**config.mk**
```make
export PLATFORM = sky130hd
export DESIGN_NAME = sha_item_queue
export DESIGN_NICKNAME = d
export VERILOG_FILES = /design/src/sv/sha_pkg.sv /design/src/sv/sha_item_queue.sv
export SDC_FILE = /design/constraint.sdc
export NUM_CORES = 1
export LEC_CHECK = 0
export ABC_CLOCK_PERIOD_IN_PS = 3500
export BUFFER_PORTS_ARGS = -buffer_cell sky130_fd_sc_hd__buf_2
export CAP_MARGIN = 30
export CORE_MARGIN = 1
export CORE_UTILIZATION = 62
export CTS_BUF_LIST = sky130_fd_sc_hd__clkbuf_2
export DETAILED_ROUTE_END_ITERATION = 8
export PLACE_DENSITY = 0.85
export SLEW_MARGIN = 20
export SYNTH_ARGS = -nofsm -noshare
export SYNTH_HDL_FRONTEND = slang
export SYNTH_SLANG_ARGS = --single-unit
```
**constraint.sdc**
```tcl
create_clock -name clk -period 3.5 [get_ports clk]
set_input_delay 0.875 -clock clk [delete_from_list [all_inputs] [get_ports clk]]
set_output_delay 0.875 -clock clk [all_outputs]
set_load 0.01 [all_outputs]
```
**src/sv/sha_pkg.sv**
```systemverilog
// Shared types, constants and round functions for the SHA-256 byte hasher.
// No dependencies.
`timescale 1ns / 1ps

package sha_pkg;

    localparam logic [1:0] OP_ABSORB = 2'd0;
    localparam logic [1:0] OP_DIGEST = 2'd1;
    localparam logic [1:0] OP_CLEAR  = 2'd2;

    localparam logic [60:0] MAX_BYTES = {61{1'b1}};
    localparam int          QUEUE_DEPTH = 4;

    typedef struct packed {
        logic [1:0] op;
        logic [7:0] data_byte;
    } item_t;

    typedef logic [31:0] word_t;
    typedef word_t [7:0] chain_t;

    localparam chain_t INIT_H = '{
        32'h5BE0CD19, 32'h1F83D9AB, 32'h9B05688C, 32'h510E527F,
        32'hA54FF53A, 32'h3C6EF372, 32'hBB67AE85, 32'h6A09E667
    };

    function automatic word_t round_k(input logic [5:0] idx);
        word_t k;
        begin
            unique case (idx)
                6'd0: k = 32'h428A2F98;  6'd1: k = 32'h71374491;
                6'd2: k = 32'hB5C0FBCF;  6'd3: k = 32'hE9B5DBA5;
                6'd4: k = 32'h3956C25B;  6'd5: k = 32'h59F111F1;
                6'd6: k = 32'h923F82A4;  6'd7: k = 32'hAB1C5ED5;
                6'd8: k = 32'hD807AA98;  6'd9: k = 32'h12835B01;
                6'd10: k = 32'h243185BE; 6'd11: k = 32'h550C7DC3;
                6'd12: k = 32'h72BE5D74; 6'd13: k = 32'h80DEB1FE;
                6'd14: k = 32'h9BDC06A7; 6'd15: k = 32'hC19BF174;
                6'd16: k = 32'hE49B69C1; 6'd17: k = 32'hEFBE4786;
                6'd18: k = 32'h0FC19DC6; 6'd19: k = 32'h240CA1CC;
                6'd20: k = 32'h2DE92C6F; 6'd21: k = 32'h4A7484AA;
                6'd22: k = 32'h5CB0A9DC; 6'd23: k = 32'h76F988DA;
                6'd24: k = 32'h983E5152; 6'd25: k = 32'hA831C66D;
                6'd26: k = 32'hB00327C8; 6'd27: k = 32'hBF597FC7;
                6'd28: k = 32'hC6E00BF3; 6'd29: k = 32'hD5A79147;
                6'd30: k = 32'h06CA6351; 6'd31: k = 32'h14292967;
                6'd32: k = 32'h27B70A85; 6'd33: k = 32'h2E1B2138;
                6'd34: k = 32'h4D2C6DFC; 6'd35: k = 32'h53380D13;
                6'd36: k = 32'h650A7354; 6'd37: k = 32'h766A0ABB;
                6'd38: k = 32'h81C2C92E; 6'd39: k = 32'h92722C85;
                6'd40: k = 32'hA2BFE8A1; 6'd41: k = 32'hA81A664B;
                6'd42: k = 32'hC24B8B70; 6'd43: k = 32'hC76C51A3;
                6'd44: k = 32'hD192E819; 6'd45: k = 32'hD6990624;
                6'd46: k = 32'hF40E3585; 6'd47: k = 32'h106AA070;
                6'd48: k = 32'h19A4C116; 6'd49: k = 32'h1E376C08;
                6'd50: k = 32'h2748774C; 6'd51: k = 32'h34B0BCB5;
                6'd52: k = 32'h391C0CB3; 6'd53: k = 32'h4ED8AA4A;
                6'd54: k = 32'h5B9CCA4F; 6'd55: k = 32'h682E6FF3;
                6'd56: k = 32'h748F82EE; 6'd57: k = 32'h78A5636F;
                6'd58: k = 32'h84C87814; 6'd59: k = 32'h8CC70208;
                6'd60: k = 32'h90BEFFFA; 6'd61: k = 32'hA4506CEB;
                6'd62: k = 32'hBEF9A3F7; 6'd63: k = 32'hC67178F2;
                default: k = 32'h0;
            endcase
            return k;
        end
    endfunction

    function automatic word_t rotr(input word_t v, input int n);
        return (v >> n) | (v << (32 - n));
    endfunction

endpackage

```
**src/sv/sha_item_queue.sv**
```systemverilog
// Front part: accept items and hold them in a short queue for the core.
// Depends on sha_pkg.
`timescale 1ns / 1ps

module sha_item_queue
    import sha_pkg::*;
(
    input  logic       clk,
    input  logic       rst_n,
    input  logic       in_valid,
    output logic       in_ready,
    input  item_t      in_item,
    output logic       q_valid,
    input  logic       q_pop,
    output item_t      q_item
);

    localparam int AW = $clog2(QUEUE_DEPTH);

    item_t         mem_reg [QUEUE_DEPTH];
    logic [AW-1:0] wr_ptr_reg, rd_ptr_reg;
    logic [AW:0]   count_reg;
    logic          push, pop;

    assign in_ready = (count_reg != (AW+1)'(QUEUE_DEPTH));
    assign push     = in_valid && in_ready;
    assign q_valid  = (count_reg != '0);
    assign pop      = q_pop && q_valid;
    assign q_item   = mem_reg[rd_ptr_reg];

    // store the pushed beat
    always_ff @(posedge clk)
    begin
        if (push)
        begin
            mem_reg[wr_ptr_reg] <= in_item;
        end
    end

    // advance pointers and count
    always_ff @(posedge clk or negedge rst_n)
    begin
        if (!rst_n)
        begin
            wr_ptr_reg <= '0;
            rd_ptr_reg <= '0;
            count_reg  <= '0;
        end
        else
        begin
            if (push) wr_ptr_reg <= wr_ptr_reg + 1'b1;
            if (pop)  rd_ptr_reg <= rd_ptr_reg + 1'b1;
            count_reg <= count_reg + (AW+1)'(push) - (AW+1)'(pop);
        end
    end

endmodule

```
* After elaboration in Yosys (flattened, before gate mapping)
Memories as Yosys holds them, arrays and structs flattened.
Index checks and enable logic that the tools add are counted.
** Operators by class
- $add $sub $neg :: 4
- Mux-type cells :: 2
- Equality and inequality tests :: 1
- Reduce and logical (&&, ||, !) cells :: 3
** Operators by type and width (number)
- $add A2 B1 Y2 const B :: 2
- $add A3 B1 Y3 :: 1
- $ne A3 B3 Y1 const B :: 1
- $reduce_bool A3 Y1 :: 1
- $sub A3 B1 Y3 :: 1
- $logic_and A1 B1 Y1 :: 2
- $mux W1 :: 2
** Word-level totals
- Output and inout port bits :: 12
- Memory bits (writable) :: 40
- Flip-flop bits (word level) :: 7
- Word-level logic and storage cells :: 14
- Bits of input ports :: 14
- Memories :: 1
** Memories
- mem_reg :: words 4, bits a word 10, rd ports 1, clocked after Yosys merged registers in 0, write ports 1, RTL line sha_item_queue.sv:20 : item_t mem_reg [QUEUE_DEPTH];

* Longest topological paths before layout
Gate-level depths: netlist (run 1).
- Depth in word-level cells :: 4
- Gate-level depth with buffers :: 9
- Gate-level depth less buffers :: 9

* Least setup slack after synthesis (run 1)
Ideal clock, no wire load.
- Path kind :: input -> register
- From :: input q_pop
- To :: register count_reg[2]
- Data arrival time :: 2.082 ns
- Library setup time :: 0.131 ns
- Data required time :: 3.369 ns
- Path slack :: 1.287 ns
- Cell stages on the path :: 8
- Buffers on the path :: 0
- Cells stage by stage :: o31a_1 ha_1 inv_1 ha_1 inv_1 fa_1 xnor2_1 xnor2_1
** On the way
- Word-level cells in the longest chain between the ends :: 2
** RTL lines
- from (decl) :: RTL line sha_item_queue.sv:14 : input logic q_pop,
- $logic_and A1 B1 Y1 :: RTL line sha_item_queue.sv:28 : assign pop = q_pop && q_valid;
- $sub A3 B1 Y3 :: RTL line sha_item_queue.sv:53 : count_reg <= count_reg + (AW+1)'(push) - (AW+1)'(pop);
- to (signal assigned) :: RTL line sha_item_queue.sv:53
- to (decl) :: RTL line sha_item_queue.sv:22 : logic [AW:0] count_reg;
Every way passes these cells.
A chain may end at the register's enable or synchronous reset.

==> flow_summary.yaml, run 1 <==
final_layout:
  nNetsFinal: 144
  area_growth_pct: 9.90
  layout_commonest_cell: "edfxtp_1"
  antennaDiodeCount: 0
  fin_area_um2: 2110
  final_cell_mix: "edfxtp_1, buf_2, mux4_2"
  largest_reg_flops: 40
  drive_gt1_frac: 0.331
synth:
  syn_area_per_cell_um2: 20.7
  synth_cells: 93
  ys_ff_latch: 47
  ys_types: 20
  synth_nets: 114
  syn_area_um2: 1920
  synth-warning-count: 0
  ys_seq_area_frac: 0.716
grt:
  grt_max_degree: 15
  grt_usage: 0.210
  grt-ovfl-total: 0
  grt_pass1_wl_um: 4750
  grt_pass1_vias: 957
  antenna_found_initial: 0
floorplan:
  die_x_um: 57.7
  io_pins: 26
  rows: 19
  fp.coreArea_um2: 2850
  die_y_um: 57.7
  initial_utilization: 0.674
  dieArea_um2: 3330
power_and_ir_drop:
  netSwitchingFraction: 0.333
  p_int_uw: 1090
  clockPowerShare: 0.132
  p_per_area_nw_per_um2: 775
  combPwrFrac: 0.321
  p_seq_frac: 0.547
  power.switching_uw: 546
  leakagePower_uw: 0.000791
  vdd_drop_max_mv: 0.454
cts:
  cts_buffer_depth: 2
  cts_buffers: 5
  ctsResizeCount: 0
  path_clk_slew_ps: 230
  numClockSinks: 47
  ctsHoldBuffers: 0
  postCtsSetupRepairBufs: 0
  clk_latency_ps: 400
  cts_tree: "built"
  cts_root_buffer: "clkbuf_2"
  h-tree-depth: 2
run:
  drv_cap: 0
critical_path:
  crit_path_start_kind: "flip-flop"
  rr_endpoint: "count_reg[2]"
  reg2reg_from: "count_reg[1]"
  rrSetupSlack_ps: 1140
  cp_data_arrival_time_ps: 2000
  rr_worst_depth: 9
  crit_path_max_fanout: 12
  worstPathRequired_ps: 2620
  worstSetupPathType: "reg2out"
  worstSetupEndpointType: "output port"
sta:
  relSlewSlack: 0.546
  post-route-min-period_ps: 2870
  max_slew.worst_pin.slew_ps: 681
  fin_crit_sh: 0.821
  slew_viol_final: 0
  setup_viol_count_final: 0
  hold_viol: 0
  skew_ps: 12.0
  tns_ps: 0
  fmax_mhz: 348
  rsz0062_at_grt: "false"
detailed_routing:
  post_drt_wl_per_cell_um: 19.3
  drt-pass1-iter-count: 6
  drc: 2
  wl_um: 2990
  vias_per_cell: 5.83
  drtAntennaViolNets: 0
  drt-initial-drc-count: 36
  vias: 904
placed_design:
  dp_hpwl_um: 2010
  place.gp.congestion: 0.682
  portBuffers: 25
  placed_area_um2: 2070
run_status:
  status: "complete, but fails checks"
  violations: "design-rule violations"
hold_path:
  hp-class: "in2async"
==> worst max path at each step <==
stage / startpoint / cells past startpoint / slack (ps) / to
detailed placement: in_valid / 9 / 990 / count_reg[2]
finish: rd_ptr_reg[0] / 2 / 630 / q_item[0]
floorplan: q_pop / 8 / 1290 / count_reg[2]
global route: rd_ptr_reg[0] / 2 / 450 / q_item[0]
global placement: rd_ptr_reg[0] / 2 / 1070 / q_item[0]
CTS: rd_ptr_reg[0] / 2 / 560 / q_item[0]
==> power by group through the flow <==
stage,registers [uW],clock network (uW),logic (uW)
2_1_floorplan,830,0,430
3_3_place_gp,900,0,498
3_5_place_dp,913,0,532
4_1_cts,899,226,538
5_1_grt,920,240,578
6_report,895,216,526
==> Yosys cell counts <==
library cell	instances	area share
o31a_1	1	0.0046
nand2_1	1	0.0020
ha_1	6	0.039
xor2_1	1	0.0046
fa_1	1	0.010
nor3b_4	1	0.0098
edfxtp_1	40	0.62
dfrtp_1	7	0.091
or3_1	1	0.0033
mux4_1	2	0.027
mux4_2	8	0.094
o311ai_1	1	0.0046
xnor2_1	3	0.014
o211ai_1	2	0.0078
buf_2	1	0.0026
buf_6	1	0.0059
inv_1	6	0.012
nand2b_1	4	0.013
nand4bb_1	2	0.012
and3b_1	4	0.018
==> per-layer routing <==
layer | GRT usage | wire length (um) | up-vias | part of all wire
li1 | - | - | 429 | -
met1 | 0.275 | 1250 | 439 | 0.42
met2 | 0.346 | 1560 | 34 | 0.52
met3 | 0.0491 | 164 | 2 | 0.055
met4 | 0.0918 | 13 | 0 | 0.0043
met5 | 0 | 0 | - | 0
==> area by class of cell <==
cell class | count | area (um2)
inverters | 6 | 22.5
well taps | 31 | 38.8
flip-flops and latches | 47 | 1380
repair buffers | 25 | 125
clock buffers | 6 | 30.0
multi-input cells | 38 | 507
fillers | 184 | 741
clock inverters | 2 | 12.5
==> worst max-delay path, stage by stage (launching register included) <==
cell and delay [ps]:
dfrtp_1 830, mux4_1 620, buf_2 150
==> logic make-up after synthesis <==
group,synth area share
AOI/OAI and AO/OA,0.0169
muxes,0.121
adders and majority gates,0.0495
xor gates and xnor gates,0.0182
DFF,0.716
and+or+nand+nor,0.0579
buffers and inverters,0.0202
==> per-stage QoR <==
stage | total power (uW) | util | hold WS, ps | instances | setup slack (ps)
after CTS | 1660 | 0.740 | 225 | 155 | 558
after global placement | 1400 | 0.725 | 575 | 147 | 1070
after global routing | 1740 | 0.740 | 226 | 155 | 448
final | 1640 | 0.740 | 255 | 155 | 627
after floorplan | 1260 | - | 543 | 93 | 1290
after detailed placement | 1450 | 0.725 | 628 | 147 | 987
Note: power is estimated with default switching activity, not from simulation.
==> run 2: changes to the inputs <==
--- a/config.mk
+++ b/config.mk
@@ -5,14 +5,14 @@
 export SDC_FILE = /design/constraint.sdc
 export NUM_CORES = 1
 export LEC_CHECK = 0
-export ABC_CLOCK_PERIOD_IN_PS = 3500
+export ABC_CLOCK_PERIOD_IN_PS = 2450
 export BUFFER_PORTS_ARGS = -buffer_cell sky130_fd_sc_hd__buf_2
 export CAP_MARGIN = 30
 export CORE_MARGIN = 1
-export CORE_UTILIZATION = 62
+export CORE_UTILIZATION = 53
 export CTS_BUF_LIST = sky130_fd_sc_hd__clkbuf_2
 export DETAILED_ROUTE_END_ITERATION = 8
-export PLACE_DENSITY = 0.85
+export PLACE_DENSITY = 0.77
 export SLEW_MARGIN = 20
 export SYNTH_ARGS = -nofsm -noshare
 export SYNTH_HDL_FRONTEND = slang
==> constraint.sdc (replaced) <==
create_clock -name clk -period 2.45 [get_ports clk]
set_input_delay 0.6125 -clock clk [delete_from_list [all_inputs] [get_ports clk]]
set_output_delay 0.6125 -clock clk [all_outputs]
set_load 0.01 [all_outputs]
==> run 2 against run 1 <==
  * The run now ends clean
  * Core utilization down 9.3 points
  * Via count grew 7.2%
  * Sequential share of layout area fell by 2.9 points
  * Clock skew grew 8.6 ps
  * Routed wire length is 13% higher
  * Clock power is 140% higher
  * Critical endpoint unchanged
  * Largest power group unchanged
  * Highest routed layer unchanged
==> flow_summary.yaml, run 2 (synthesis results as in run 1) <==
run_status:
  status: "complete, no violations"
grt:
  grt_use_met3: 0.0588
  use_met2: 0.319
  grt_pass1_wl_um: 5310
  grt_pass1_vias: 1009
  grt-ovfl-total: 0
  grtUsageMet1: 0.247
  grt-busiest-layer: "met2"
  grt_max_degree: 16
  grt_usage: 0.197
  antenna_found_initial: 0
sta:
  skew_ps: 20.5
  relSlewSlack: 0.638
  max_slew.worst_pin.slew_ps: 543
  fmax_mhz: 424
  hold_viol: 0
  slew_viol_final: 0
  fin_crit_sh: 0.962
  setup_viol_count_final: 0
  tns_ps: 0
  rsz0062_at_grt: "false"
  post-route-min-period_ps: 2360
  layout_setup_ws_ps: 92.0
cts:
  cts_tree: "built"
  path_clk_slew_ps: 230
  numClockSinks: 47
  cts_root_buffer: "clkbuf_2"
  cts_buffer_depth: 2
  clk_latency_ps: 410
  h-tree-depth: 2
  cts_buffers: 5
placed_design:
  portBuffers: 25
  placed_area_um2: 2100
  dp_hpwl_um: 2120
  place.gp.congestion: 0.793
  pre_cts_ws_ps: 260
power_and_ir_drop:
  leakagePower_uw: 0.000825
  p_per_area_nw_per_um2: 1170
  vdd_drop_max_mv: 0.556
  finalPower_uw: 2590
detailed_routing:
  drc: 0
  drt-pass1-iter-count: 5
  vias: 969
  drt-initial-drc-count: 36
  post_drt_wl_per_cell_um: 19.5
  vias_per_cell: 5.60
  wl_um: 3370
  drtAntennaViolNets: 0
run:
  drv_cap: 0
final_layout:
  nNetsFinal: 147
  largest_reg_flops: 40
  final_cell_mix: "edfxtp_1, buf_2, mux4_2"
  fill_cells: 240
  fin_area_um2: 2210
  antennaDiodeCount: 0
  area_growth_pct: 15.0
  layout_commonest_cell: "edfxtp_1"
  drive_gt1_frac: 0.346
floorplan:
  io_pins: 26
  fp.coreArea_um2: 3420
  initial_utilization: 0.563
  die_x_um: 62.2
  dieArea_um2: 3870
  rows: 21
  die_y_um: 62.2
critical_path:
  cp_cell_sequence: "buf_6, mux4_1, buf_2"
  crit_path_max_fanout: 9
  worstPathRequired_ps: 1840
  worstSetupEndpointType: "output port"
  slowest_delay_ps: 570
  crit_path_start_kind: "flip-flop"
  worstSetupPathType: "reg2out"
  slowest_stage: "mux4_1"
  rrSetupSlack_ps: 220
  cp_data_arrival_time_ps: 1750
hold_path:
  hp-class: "in2reg"
## run 2: cell types whose count changed in the layout (fill, tap and decap cells not counted), sizes merged
| cell | previous run | this run |
|---|---|---|
| buf | 25 | 27 |
| bufinv | 0 | 2 |
| clkbuf | 6 | 5 |
| clkinvlp | 0 | 1 |
| dlygate4sd3 | 0 | 1 |
| clkinv | 2 | 0 |
## run 2: what timing repair did
item                                    CTS  global route
cloned                                    0             0
resized for setup                         0             1
hold buffers                              1             0
setup buffers                             1             0
hold endpoints to repair                  7             0
endpoints found under the setup margin    8             3
## run 2: worst max-delay path, delay by kind of cell, from the launching register on
kind / cells / cell delay, ps
muxes: 1 / 570
buffers and inverters: 2 / 340
DFF: 1 / 430
## run 2: cell type report
cell class,instances,area (um2),area share
Sequential cell,47,1380,0.623
Clock inverter,3,67.6,0.0306
Tap cell,46,57.6,0.0260
Clock buffer,5,25.0,0.0113
Inverter,6,22.5,0.0102
Multi-Input combinational cell,38,507,0.229
Timing Repair Buffer,28,154,0.0696
## run 2: power by group
group / internal [uW] / switching (uW) / leakage (uW) / total (uW)
Combinational: 436 / 398 / 0.000327 / 834
Sequential: 1080 / 164 / 0.000449 / 1240
Clock: 274 / 241 / 0.0000492 / 515
Total: 1790 / 802 / 0.000825 / 2590
## run 2: metrics by stage
step | instances | hold WS, ps | utilization
6_report | 173 | 397 | 0.647
5_1_grt | 173 | 341 | 0.647
4_1_cts | 173 | 373 | 0.646
3_5_place_dp | 163 | 465 | 0.614
3_3_place_gp | 163 | 452 | 0.614
2_1_floorplan | 93 | 317 | -
## run 2: metal layers
layer | up-vias | share of wire | routed length (um)
met4 | 0 | 0.0083 | 28
met3 | 4 | 0.054 | 182
li1 | 434 | - | -
met1 | 496 | 0.42 | 1430
met2 | 35 | 0.51 | 1730
met5 | - | 0 | 0
## run 2: path summary, 6_finish.rpt
check                               from            end  depth (start not counted)
setup reg to reg            count_reg[1]   count_reg[2]                          9
hold reg to reg            rd_ptr_reg[0]  rd_ptr_reg[0]                          2
min in group asynchronous          rst_n  wr_ptr_reg[0]                          2
max in group asynchronous          rst_n  rd_ptr_reg[1]                          2
hold / removal                in_item[2]  mem_reg[3][2]                          1
setup / recovery           rd_ptr_reg[0]      q_item[0]                          3
